**config.mk**
```make
export PLATFORM = sky130hd
export DESIGN_NAME = timed_event_queue_unit
export DESIGN_NICKNAME = d
export VERILOG_FILES = /design/src/hdl/teq_pkg.sv /design/src/hdl/teq_datapath.sv /design/src/hdl/teq_ctrl.sv /design/src/hdl/timed_event_queue_unit.sv
export SDC_FILE = /design/constraint.sdc
export NUM_CORES = 2
export LEC_CHECK = 0
export ABC_AREA = 1
export BUFFER_PORTS_ARGS = -buffer_cell sky130_fd_sc_hd__buf_2
export CELL_PAD_IN_SITES_DETAIL_PLACEMENT = 1
export CELL_PAD_IN_SITES_GLOBAL_PLACEMENT = 1
export CORE_MARGIN = 2
export CORE_UTILIZATION = 40
export DETAILED_ROUTE_END_ITERATION = 10
export GPL_ROUTABILITY_DRIVEN = 0
export GPL_TIMING_DRIVEN = 0
export HOLD_SLACK_MARGIN = 0.08
export PLACE_DENSITY_LB_ADDON = 0.1
export SLEW_MARGIN = 20
export SYNTH_ARGS = -nofsm -noshare
export SYNTH_HDL_FRONTEND = slang
export SYNTH_HIERARCHICAL = 1
export SYNTH_SLANG_ARGS = --single-unit
```
**constraint.sdc**
```tcl
create_clock -name i_clk -period 5.9 [get_ports i_clk]
set_input_delay 0.885 -clock i_clk [delete_from_list [all_inputs] [get_ports i_clk]]
set_output_delay 0.885 -clock i_clk [all_outputs]
set_load 0.03 [all_outputs]
```
**src/hdl/teq_pkg.sv**
```systemverilog
// ----------------------------------------------------------------------------
// teq_pkg
// shared constants, command codes and controller/datapath bundles for the
// timed event queue
// ----------------------------------------------------------------------------
`default_nettype none

package teq_pkg;

    // default sizing
    localparam int QUEUE_DEPTH_DEF = 16;
    localparam int TIME_WIDTH_DEF  = 32;

    // most due entries emitted by one advance
    localparam int MAX_RESULTS = 16;

    // stream field widths
    localparam int MODE_W     = 2;
    localparam int IN_TIME_W  = 32;
    localparam int ID_W       = 16;
    localparam int OUT_TIME_W = 32;
    localparam int S_TDATA_W  = 56;
    localparam int M_TDATA_W  = 48;

    // command modes
    localparam logic [MODE_W-1:0] MODE_ADD     = 2'd0;
    localparam logic [MODE_W-1:0] MODE_REMOVE  = 2'd1;
    localparam logic [MODE_W-1:0] MODE_ADVANCE = 2'd2;

    // controller to datapath
    typedef struct packed {
        logic load;      // latch the input word
        logic insert;    // sorted insert of the latched entry
        logic remove;    // drop the first entry matching the latched time
        logic advance;   // move current time forward, saturating
        logic pop;       // move head entry to the output register
        logic last;      // last flag for the popped entry
    } t_dp_cmd;

    // datapath to controller
    typedef struct packed {
        logic match_any; // some entry holds the latched time
        logic head_due;  // entry 0 is due
        logic next_due;  // entry 1 is due
        logic out_free;  // output register can take a word
    } t_dp_status;

endpackage

`default_nettype wire

```
**src/hdl/teq_datapath.sv**
```systemverilog
// ----------------------------------------------------------------------------
// teq_datapath
// sorted slot array with per-slot comparators, current time register and
// output register
// ----------------------------------------------------------------------------
`default_nettype none

module teq_datapath #(
    parameter int QUEUE_DEPTH = teq_pkg::QUEUE_DEPTH_DEF,
    parameter int TIME_WIDTH  = teq_pkg::TIME_WIDTH_DEF
) (
    input  wire                                  i_clk,
    input  wire                                  i_rst_n,
    input  wire  teq_pkg::t_dp_cmd               i_cmd,
    output teq_pkg::t_dp_status                  o_status,
    input  wire  [teq_pkg::IN_TIME_W-1:0]        i_time,
    input  wire  [teq_pkg::ID_W-1:0]             i_event_id,
    output logic                                 o_valid,
    input  wire                                  i_ready,
    output logic [teq_pkg::ID_W-1:0]             o_due_id,
    output logic [teq_pkg::OUT_TIME_W-1:0]       o_due_time,
    output logic                                 o_last
);
    import teq_pkg::*;

    localparam int CW = $clog2(QUEUE_DEPTH + 1);

    logic [TIME_WIDTH-1:0] r_time [QUEUE_DEPTH];
    logic [ID_W-1:0]       r_id   [QUEUE_DEPTH];
    logic [CW-1:0]         r_cnt;
    logic [TIME_WIDTH-1:0] r_cur;
    logic [TIME_WIDTH-1:0] r_t;
    logic [ID_W-1:0]       r_eid;
    logic                  r_out_valid;
    logic [ID_W-1:0]       r_out_id;
    logic [OUT_TIME_W-1:0] r_out_time;
    logic                  r_out_last;

    logic [QUEUE_DEPTH-1:0] w_valid;
    logic [QUEUE_DEPTH-1:0] w_le;
    logic [QUEUE_DEPTH-1:0] w_eq;
    logic [QUEUE_DEPTH-1:0] w_ge;
    logic                   w_ins_ok;
    logic [TIME_WIDTH:0]    w_sum;
    logic [TIME_WIDTH+IN_TIME_W-1:0] w_in_ext;
    logic [TIME_WIDTH+OUT_TIME_W-1:0] w_out_ext;

    // input time taken modulo the time width, head time cut to the field
    assign w_in_ext  = {{TIME_WIDTH{1'b0}}, i_time};
    assign w_out_ext = {{OUT_TIME_W{1'b0}}, r_time[0]};

    // per-slot compares against the latched time
    always_comb begin
        for (int i = 0; i < QUEUE_DEPTH; i++) begin
            w_valid[i] = CW'(i) < r_cnt;
            w_le[i]    = w_valid[i] && (r_time[i] <= r_t);
            w_eq[i]    = w_valid[i] && (r_time[i] == r_t);
            w_ge[i]    = r_time[i] >= r_t;
        end
    end

    assign w_ins_ok = (r_t >= r_cur) && (r_cnt != CW'(QUEUE_DEPTH));
    assign w_sum    = {1'b0, r_cur} + {1'b0, r_t};

    // status toward the controller
    always_comb begin
        o_status.match_any = |w_eq;
        o_status.head_due  = w_valid[0] && (r_time[0] <= r_cur);
        o_status.next_due  = w_valid[1] && (r_time[1] <= r_cur);
        o_status.out_free  = !r_out_valid || i_ready;
    end

    // latched command word
    always_ff @(posedge i_clk) begin
        if (i_cmd.load) begin
            r_t   <= w_in_ext[TIME_WIDTH-1:0];
            r_eid <= i_event_id;
        end
    end

    // slot array: insert shifts up, remove and pop shift down
    always_ff @(posedge i_clk) begin
        for (int i = 0; i < QUEUE_DEPTH; i++) begin
            if (i_cmd.insert && w_ins_ok && !w_le[i]) begin
                if (i == 0 || w_le[(i == 0) ? 0 : i-1]) begin
                    r_time[i] <= r_t;
                    r_id[i]   <= r_eid;
                end else begin
                    r_time[i] <= r_time[(i == 0) ? 0 : i-1];
                    r_id[i]   <= r_id[(i == 0) ? 0 : i-1];
                end
            end else if (((i_cmd.remove && w_ge[i]) || i_cmd.pop)
                         && (i < QUEUE_DEPTH-1)) begin
                r_time[i] <= r_time[(i < QUEUE_DEPTH-1) ? i+1 : i];
                r_id[i]   <= r_id[(i < QUEUE_DEPTH-1) ? i+1 : i];
            end
        end
    end

    // fill count and current time
    always_ff @(posedge i_clk) begin
        if (!i_rst_n) begin
            r_cnt <= '0;
            r_cur <= '0;
        end else begin
            if (i_cmd.insert && w_ins_ok) begin
                r_cnt <= r_cnt + CW'(1);
            end else if (i_cmd.remove || i_cmd.pop) begin
                r_cnt <= r_cnt - CW'(1);
            end
            if (i_cmd.advance) begin
                r_cur <= w_sum[TIME_WIDTH] ? '1 : w_sum[TIME_WIDTH-1:0];
            end
        end
    end

    // output register
    always_ff @(posedge i_clk) begin
        if (!i_rst_n) begin
            r_out_valid <= 1'b0;
        end else if (i_cmd.pop) begin
            r_out_valid <= 1'b1;
        end else if (i_ready) begin
            r_out_valid <= 1'b0;
        end
    end

    always_ff @(posedge i_clk) begin
        if (i_cmd.pop) begin
            r_out_id   <= r_id[0];
            r_out_time <= w_out_ext[OUT_TIME_W-1:0];
            r_out_last <= i_cmd.last;
        end
    end

    assign o_valid    = r_out_valid;
    assign o_due_id   = r_out_id;
    assign o_due_time = r_out_time;
    assign o_last     = r_out_last;

endmodule

`default_nettype wire

```
**src/hdl/teq_ctrl.sv**
```systemverilog
// ----------------------------------------------------------------------------
// teq_ctrl
// command sequencer: accepts words, steps remove and advance runs
// ----------------------------------------------------------------------------
`default_nettype none

module teq_ctrl (
    input  wire                            i_clk,
    input  wire                            i_rst_n,
    input  wire                            i_valid,
    output logic                           o_ready,
    input  wire  [teq_pkg::MODE_W-1:0]     i_mode,
    input  wire  teq_pkg::t_dp_status      i_status,
    output teq_pkg::t_dp_cmd               o_cmd
);
    import teq_pkg::*;

    localparam int RW = $clog2(MAX_RESULTS + 1);

    localparam logic [2:0] S_IDLE   = 3'd0;
    localparam logic [2:0] S_ADD    = 3'd1;
    localparam logic [2:0] S_REMOVE = 3'd2;
    localparam logic [2:0] S_SUM    = 3'd3;
    localparam logic [2:0] S_POP    = 3'd4;

    logic [2:0]    r_state, n_state;
    logic [RW-1:0] r_emit,  n_emit;
    logic          w_cap;

    assign o_ready = (r_state == S_IDLE);
    assign w_cap   = (r_emit == RW'(MAX_RESULTS));

    // next state and commands
    always_comb begin
        n_state = r_state;
        n_emit  = r_emit;
        o_cmd   = '0;
        case (r_state)
            S_IDLE: begin
                if (i_valid) begin
                    o_cmd.load = 1'b1;
                    case (i_mode)
                        MODE_ADD:     n_state = S_ADD;
                        MODE_REMOVE:  n_state = S_REMOVE;
                        MODE_ADVANCE: n_state = S_SUM;
                        default:      n_state = S_IDLE;
                    endcase
                end
            end
            S_ADD: begin
                o_cmd.insert = 1'b1;
                n_state      = S_IDLE;
            end
            S_REMOVE: begin
                if (i_status.match_any) begin
                    o_cmd.remove = 1'b1;
                end else begin
                    n_state = S_IDLE;
                end
            end
            S_SUM: begin
                o_cmd.advance = 1'b1;
                n_emit        = '0;
                n_state       = S_POP;
            end
            S_POP: begin
                if (!i_status.head_due || w_cap) begin
                    n_state = S_IDLE;
                end else if (i_status.out_free) begin
                    o_cmd.pop  = 1'b1;
                    o_cmd.last = !i_status.next_due
                                 || (r_emit == RW'(MAX_RESULTS - 1));
                    n_emit     = r_emit + RW'(1);
                end
            end
            default: n_state = S_IDLE;
        endcase
    end

    // state registers
    always_ff @(posedge i_clk) begin
        if (!i_rst_n) begin
            r_state <= S_IDLE;
            r_emit  <= '0;
        end else begin
            r_state <= n_state;
            r_emit  <= n_emit;
        end
    end

endmodule

`default_nettype wire

```
**src/hdl/timed_event_queue_unit.sv**
```systemverilog
// ----------------------------------------------------------------------------
// timed_event_queue_unit
// time-sorted event queue with add, remove-by-time and advance commands
// ----------------------------------------------------------------------------
// Commands arrive on the s_axis channel, one word each. Mode add inserts an
// (time, id) entry in time order, equal times in arrival order; entries in
// the past or arriving when the queue is full are dropped. Mode remove drops
// every entry at the given time. Mode advance adds the amount to the current
// time (saturating) and emits the due entries on m_axis, earliest first,
// at most MAX_RESULTS per advance, with tlast on the final one.
// Add loads the word and then inserts it; remove drops one matching entry
// per step until none is left; advance updates the current time in the SUM
// state, then pops due entries into the output register in the POP state,
// which waits while the output register is full and m_axis is not ready.
// The sorted slot array shifts one position per remove or pop, so removed
// and emitted entries are handled one at a time. A new word is taken only
// once the previous command has finished; the output register still
// holding a word does not block that.
// Reset empties the queue and clears the current time to 0. When m_axis
// stalls, the advance run waits with the next due entry still queued.
// ----------------------------------------------------------------------------
`default_nettype none

module timed_event_queue_unit #(
    parameter int QUEUE_DEPTH = teq_pkg::QUEUE_DEPTH_DEF,
    parameter int TIME_WIDTH  = teq_pkg::TIME_WIDTH_DEF
) (
    input  wire                              i_clk,
    input  wire                              i_rst_n,
    input  wire                              s_axis_tvalid,
    output logic                             s_axis_tready,
    // mode[1:0], time_value[33:2], event_id[49:34], zero pad
    input  wire  [teq_pkg::S_TDATA_W-1:0]    s_axis_tdata,
    output logic                             m_axis_tvalid,
    input  wire                              m_axis_tready,
    // due_id[15:0], due_time[47:16]
    output logic [teq_pkg::M_TDATA_W-1:0]    m_axis_tdata,
    output logic                             m_axis_tlast
);
    import teq_pkg::*;

    t_dp_cmd             w_cmd;
    t_dp_status          w_status;
    logic [ID_W-1:0]       w_due_id;
    logic [OUT_TIME_W-1:0] w_due_time;

    // sequencer
    teq_ctrl u_ctrl (
        .i_clk    (i_clk),
        .i_rst_n  (i_rst_n),
        .i_valid  (s_axis_tvalid),
        .o_ready  (s_axis_tready),
        .i_mode   (s_axis_tdata[MODE_W-1:0]),
        .i_status (w_status),
        .o_cmd    (w_cmd)
    );

    // slot array and output register
    teq_datapath #(
        .QUEUE_DEPTH (QUEUE_DEPTH),
        .TIME_WIDTH  (TIME_WIDTH)
    ) u_datapath (
        .i_clk      (i_clk),
        .i_rst_n    (i_rst_n),
        .i_cmd      (w_cmd),
        .o_status   (w_status),
        .i_time     (s_axis_tdata[MODE_W +: IN_TIME_W]),
        .i_event_id (s_axis_tdata[MODE_W + IN_TIME_W +: ID_W]),
        .o_valid    (m_axis_tvalid),
        .i_ready    (m_axis_tready),
        .o_due_id   (w_due_id),
        .o_due_time (w_due_time),
        .o_last     (m_axis_tlast)
    );

    assign m_axis_tdata = {w_due_time, w_due_id};

endmodule

`default_nettype wire

```
# Yosys cells after proc, flatten, opt, wreduce, memory -nomap -nowiden
# Memories as Yosys holds them, arrays and structs flattened.
# Cells that the tools add are included.
# totals
ff_bits	143
latchBits	0
ramBits	768
mem_bits_ro	0
memories	2
# op_classes
add_sub_neg	4
mul	0
n_div	0
magnitude_cmp	50
eq_ne	30
shift	0
muxes	219
bitwise_logic	62
reduce_logical	114
# memory_table
name	words	word_bits	rd	rd_clocked_by_memory_dff	wr	line_no	rtl
u_datapath.r_time	16	32	16	0	16	teq_datapath.sv:28	logic [TIME_WIDTH-1:0] r_time [QUEUE_DEPTH];
u_datapath.r_id	16	16	16	0	16	teq_datapath.sv:29	logic [ID_W-1:0] r_id [QUEUE_DEPTH];
# op_table
op	n
$mux W32	31
$le A32 B32 Y1	18
$eq A32 B32 Y1	16
$ge A32 B32 Y1	16
$mux W16	30
$mux W1	145
$logic_and A1 B1 Y1	67
$or A1 B1 Y1	60
$lt A4 B5 Y1 const A	8
$add A32 B32 Y33	1
$lt A3 B5 Y1 const A	4
$mux W5	4
$logic_not A1 Y1	19
$logic_or A1 B1 Y1	19
$reduce_or A16 Y1	1
$pmux W3 S4	1
$add A5 B1 Y5 const B	2
$lt A1 B5 Y1 const A	2
$lt A2 B5 Y1 const A	2
$pmux W5 S2	1
$mux W3	3
$eq A3 B2 Y1 const B	2
$mux W2	3
$ne A2 B2 Y1 const B	3
16 further kinds	21

# Depth between registers and ports, before layout
# An unclocked memory read counts as a cell.
# logic_depth
word_depth	13
ltp_mapped	25

# By module
# The synthesis kept the hierarchy.
# by_module_without_submodules
mod	n_inst	cells_per_inst	area_per_inst_um2	seq_area_each_um2
teq_datapath	1	8307	64013.9	26735.6
teq_ctrl	1	87	595.6	160.2

# Worst setup path after synthesis
# OpenSTA, ideal clock, no wires.
# synth_timing
path_type	input port to flip-flop
start	in s_axis_tvalid
end	reg u_datapath.r_eid[0], enable pin
setup_time_ps	573
arrival_ps	5469
slack_ps	-142
cell_stages	2
path_buffers	0
cell_sequence	inv_1 nor4_1
# synth_rtl
element	line_no	rtl
start: declaration	timed_event_queue_unit.sv:30	input wire s_axis_tvalid,
end signal: assignment	teq_datapath.sv:77	r_eid <= i_event_id;
end: declaration	teq_datapath.sv:33	logic [ID_W-1:0] r_eid;

==> run metrics <==
status=finished, final reports clean; Buf/Inv on CP=9; TritonCTS buffer count=112; final worst-path setup slack=16.2 ps; Die Area=165,000 um^2; crit path DAT=6310 ps; Clock transition at path regs=70 ps; slowest CP cell=nor3b_1; final hold violation count=0; DRT met1 WL=122,000 um; num ports=111; kind of critical path=flip-flop to flip-flop; input/output buffers=104; first-pass GRT wire length=410,000 um; commonest cells after routing, fill and taps aside=nand2_1 (2,778), nand3_1 (1,509), inv_1 (980); layout cells sized above 1=7.80%; r2r endpoint=u_datapath/r_id[12][11]$_DFFE_PP_; Max-Cap Viols=0; ys async rst share=0%; Tightest Pin Transition=1090 ps; DP Cell Count=10,707; CP Data Required Time=6330 ps; CP delay by family, top=simple AND/OR/NAND/NOR gates; First-pass DRT Iterations=5; Tot Pwr=18,800 uW; CTS sink count=911; core area=161,000 um^2; Clock Path Buffers=3; CP startpoint=u_datapath/r_t[20]$_DFFE_PP_; clock latency on the worst-skew pair=770 ps; Max Transition Viols Final=0; fin crit share=99.7%; Setup Skew=33.4 ps; starting density of the core=40.2%; crit start category=flip-flop; Layout Nets=9,425; DP Area=69,000 um^2; Mapped Avg Cell Area=7.70 um^2; EDFF count, synth=865; Sum Neg Setup Slack=0 ps; Post-DP HPWL=220,000 um; Final Cell Area=73,700 um^2; initial antenna violation count=13; Die H=406 um; sequential fraction of the synthesis area=41.6%; met2 wire len=125,000 um; drt initial violations=5,276; P&R area growth vs syn=14.1%; total number of vias=61,275; top_reg_cell synth=edfxtp_1; gr ovfl total=0; synth unique cells=52; most common cell after layout, fill and taps aside=nand2_1; WL met3=18,500 um; # hold bufs at CTS=0; DRC Markers=0; R2R Path Start=u_datapath/r_t[20]$_DFFE_PP_; Routed Wire Length=282,000 um; Rel. slew slack=26.4%; Crit. End Element=flip-flop; max frequency=170 MHz; Die W=406 um; vias per inst=5.58; CP Depth=22; Highest Signal Layer=met5; Syn Inst Count=8,394; vias in the first global route=62,044; std cell rows=147; Hold/Removal Path Class=input port to flip-flop; crit path capture=u_datapath/r_id[12][11]$_DFFE_PP_; Mapped Area=64,600 um^2; CTS root buffer=clkbuf_16; gr usage total=33.8%; H-tree levels=3; maximum VDD drop=0.000240 V; P_leak=0.0350 uW; Syn. warnings=6; TritonCTS clock tree=yes; non-filler instance count after layout=10,983; Yosys reg bits=911; worst reg2reg setup slack=20 ps; Worst R2R Path Depth=22; Setup WS pre-CTS=-2040 ps; RSZ-0062 raised after global routing=no; # setup viols final=0; final critical-path required period=5880 ps; Post-Syn Nets=9,103; crit path cell chain=inv_1, clkbuf_2, buf_12, ha_1, nand2_1, nor2_1, nand4_1, nor3b_1, and2_1, nand2_1, o2111a_1, nand3_1, nand4_1, inv_2, nor2_4, clkinvlp_4, clkbuf_8, nand3_2, buf_4, buf_4, nand2_4, buf_12; largest net degree at the start of global routing=49; post-route antenna net violation count=0; P per Cell Area=255 nW/um^2; Largest stage delay, worst path=730 ps; drt wl/cell=25.7 um; Crit Path Max Fanout=36
-- worst min-delay path by stage --
stage / cells after the start / start / to
after floorplan: 0 / u_datapath/r_id[0][0]$_DFFE_PP_ / u_datapath/o_due_id[0]$_DFFE_PP_
after detailed placement: 0 / u_datapath/r_id[0][5]$_DFFE_PP_ / u_datapath/o_due_id[5]$_DFFE_PP_
after global routing: 1 / s_axis_tdata[7] / u_datapath/r_t[5]$_DFFE_PP_
after global placement: 0 / u_datapath/r_id[0][7]$_DFFE_PP_ / u_datapath/o_due_id[7]$_DFFE_PP_
final: 1 / s_axis_tdata[24] / u_datapath/r_t[22]$_DFFE_PP_
after CTS: 1 / s_axis_tdata[24] / u_datapath/r_t[22]$_DFFE_PP_
-- layer usage --
metal | vias to the layer above | GRT usage, %
li1 | 28606 | -
met1 | 30009 | 45.0
met2 | 2102 | 53.0
met3 | 544 | 4.69
met4 | 14 | 18.6
met5 | - | 0
-- through the flow --
step / hold WS [ps] / utilization [%]
after floorplan: 426 / -
after global placement: 438 / 42.2
after detailed placement: 448 / 43.0
after CTS: 246 / 45.8
after global routing: 284 / 45.9
final: 289 / 45.9
-- cells in the mapped netlist (7+ instances only) --
cell type,n,area share (%)
xor2_1,24,0.33
ha_1,648,13
inv_1,985,5.7
buf_4,24,0.28
o211ai_1,8,0.093
nor3b_1,7,0.081
o21ai_1,18,0.14
a21o_1,11,0.13
nor3_1,29,0.22
buf_2,144,1.1
a31oi_1,18,0.17
edfxtp_1,865,40
buf_6,7,0.12
buf_1,33,0.19
nand2_1,2795,16
nor2_1,236,1.4
and2_1,8,0.077
a21oi_1,364,2.8
nand3_1,1511,12
clkbuf_1,236,1.4
nand4_1,72,0.70
dfxtp_1,46,1.4
o21ai_0,181,1.4
nor4_1,9,0.087
o21a_1,44,0.51
o21bai_1,8,0.093
o31ai_1,8,0.093
inv_2,9,0.052
-- area by class of cell --
cell class | instances | area [um^2]
Inverter | 996 | 3750
Multi-Input combinational cell | 6042 | 32200
Clock inverter | 81 | 1070
Sequential cell | 911 | 26900
Fill cell | 19666 | 86900
Tap cell | 2160 | 2700
Buffer | 445 | 2170
Timing Repair Buffer | 208 | 2020
Clock buffer | 130 | 2930
Antenna cell | 10 | 25.0
-- where the power goes --
group / switching [uW] / leakage, uW / total [uW] / internal, uW
sequential: 276 / 0.00824 / 7770 / 7500
clock: 3130 / 0.00193 / 7700 / 4570
combinational: 2300 / 0.0248 / 3330 / 1030
total: 5700 / 0.0350 / 18800 / 13100
-- repair_timing --
item	CTS	global route
endpoints found under the setup margin	1441	256
pin swaps	4	3
setup buffers	51	4
resized for setup	36	53
-- flip-flops by register name, indices dropped and copies added, names as in the netlist --
signal,count
u_datapath/r_time,512
u_datapath/r_id,256
u_datapath/o_due_time,32
u_datapath/r_cur,32
u_datapath/r_t,32
u_datapath/o_due_id,16
u_datapath/r_eid,16
u_ctrl/r_emit,5
u_datapath/r_cnt,5
u_ctrl/r_state,3
u_datapath/o_last,1
u_datapath/o_valid,1
-- logic make-up after synthesis --
| logic type | after synthesis | share of synthesized area (%) |
|---|---|---|
| AO/OA/AOI/OAI | 672 | 5.62 |
| XOR/XNOR | 25 | 0.339 |
| adder cells (fa/ha/maj) | 649 | 12.6 |
| buffers and inverters | 1441 | 8.89 |
| flip-flops | 911 | 41.6 |
| AND/OR/NAND/NOR | 4696 | 30.9 |
Note: power is estimated with default switching activity, not from simulation.
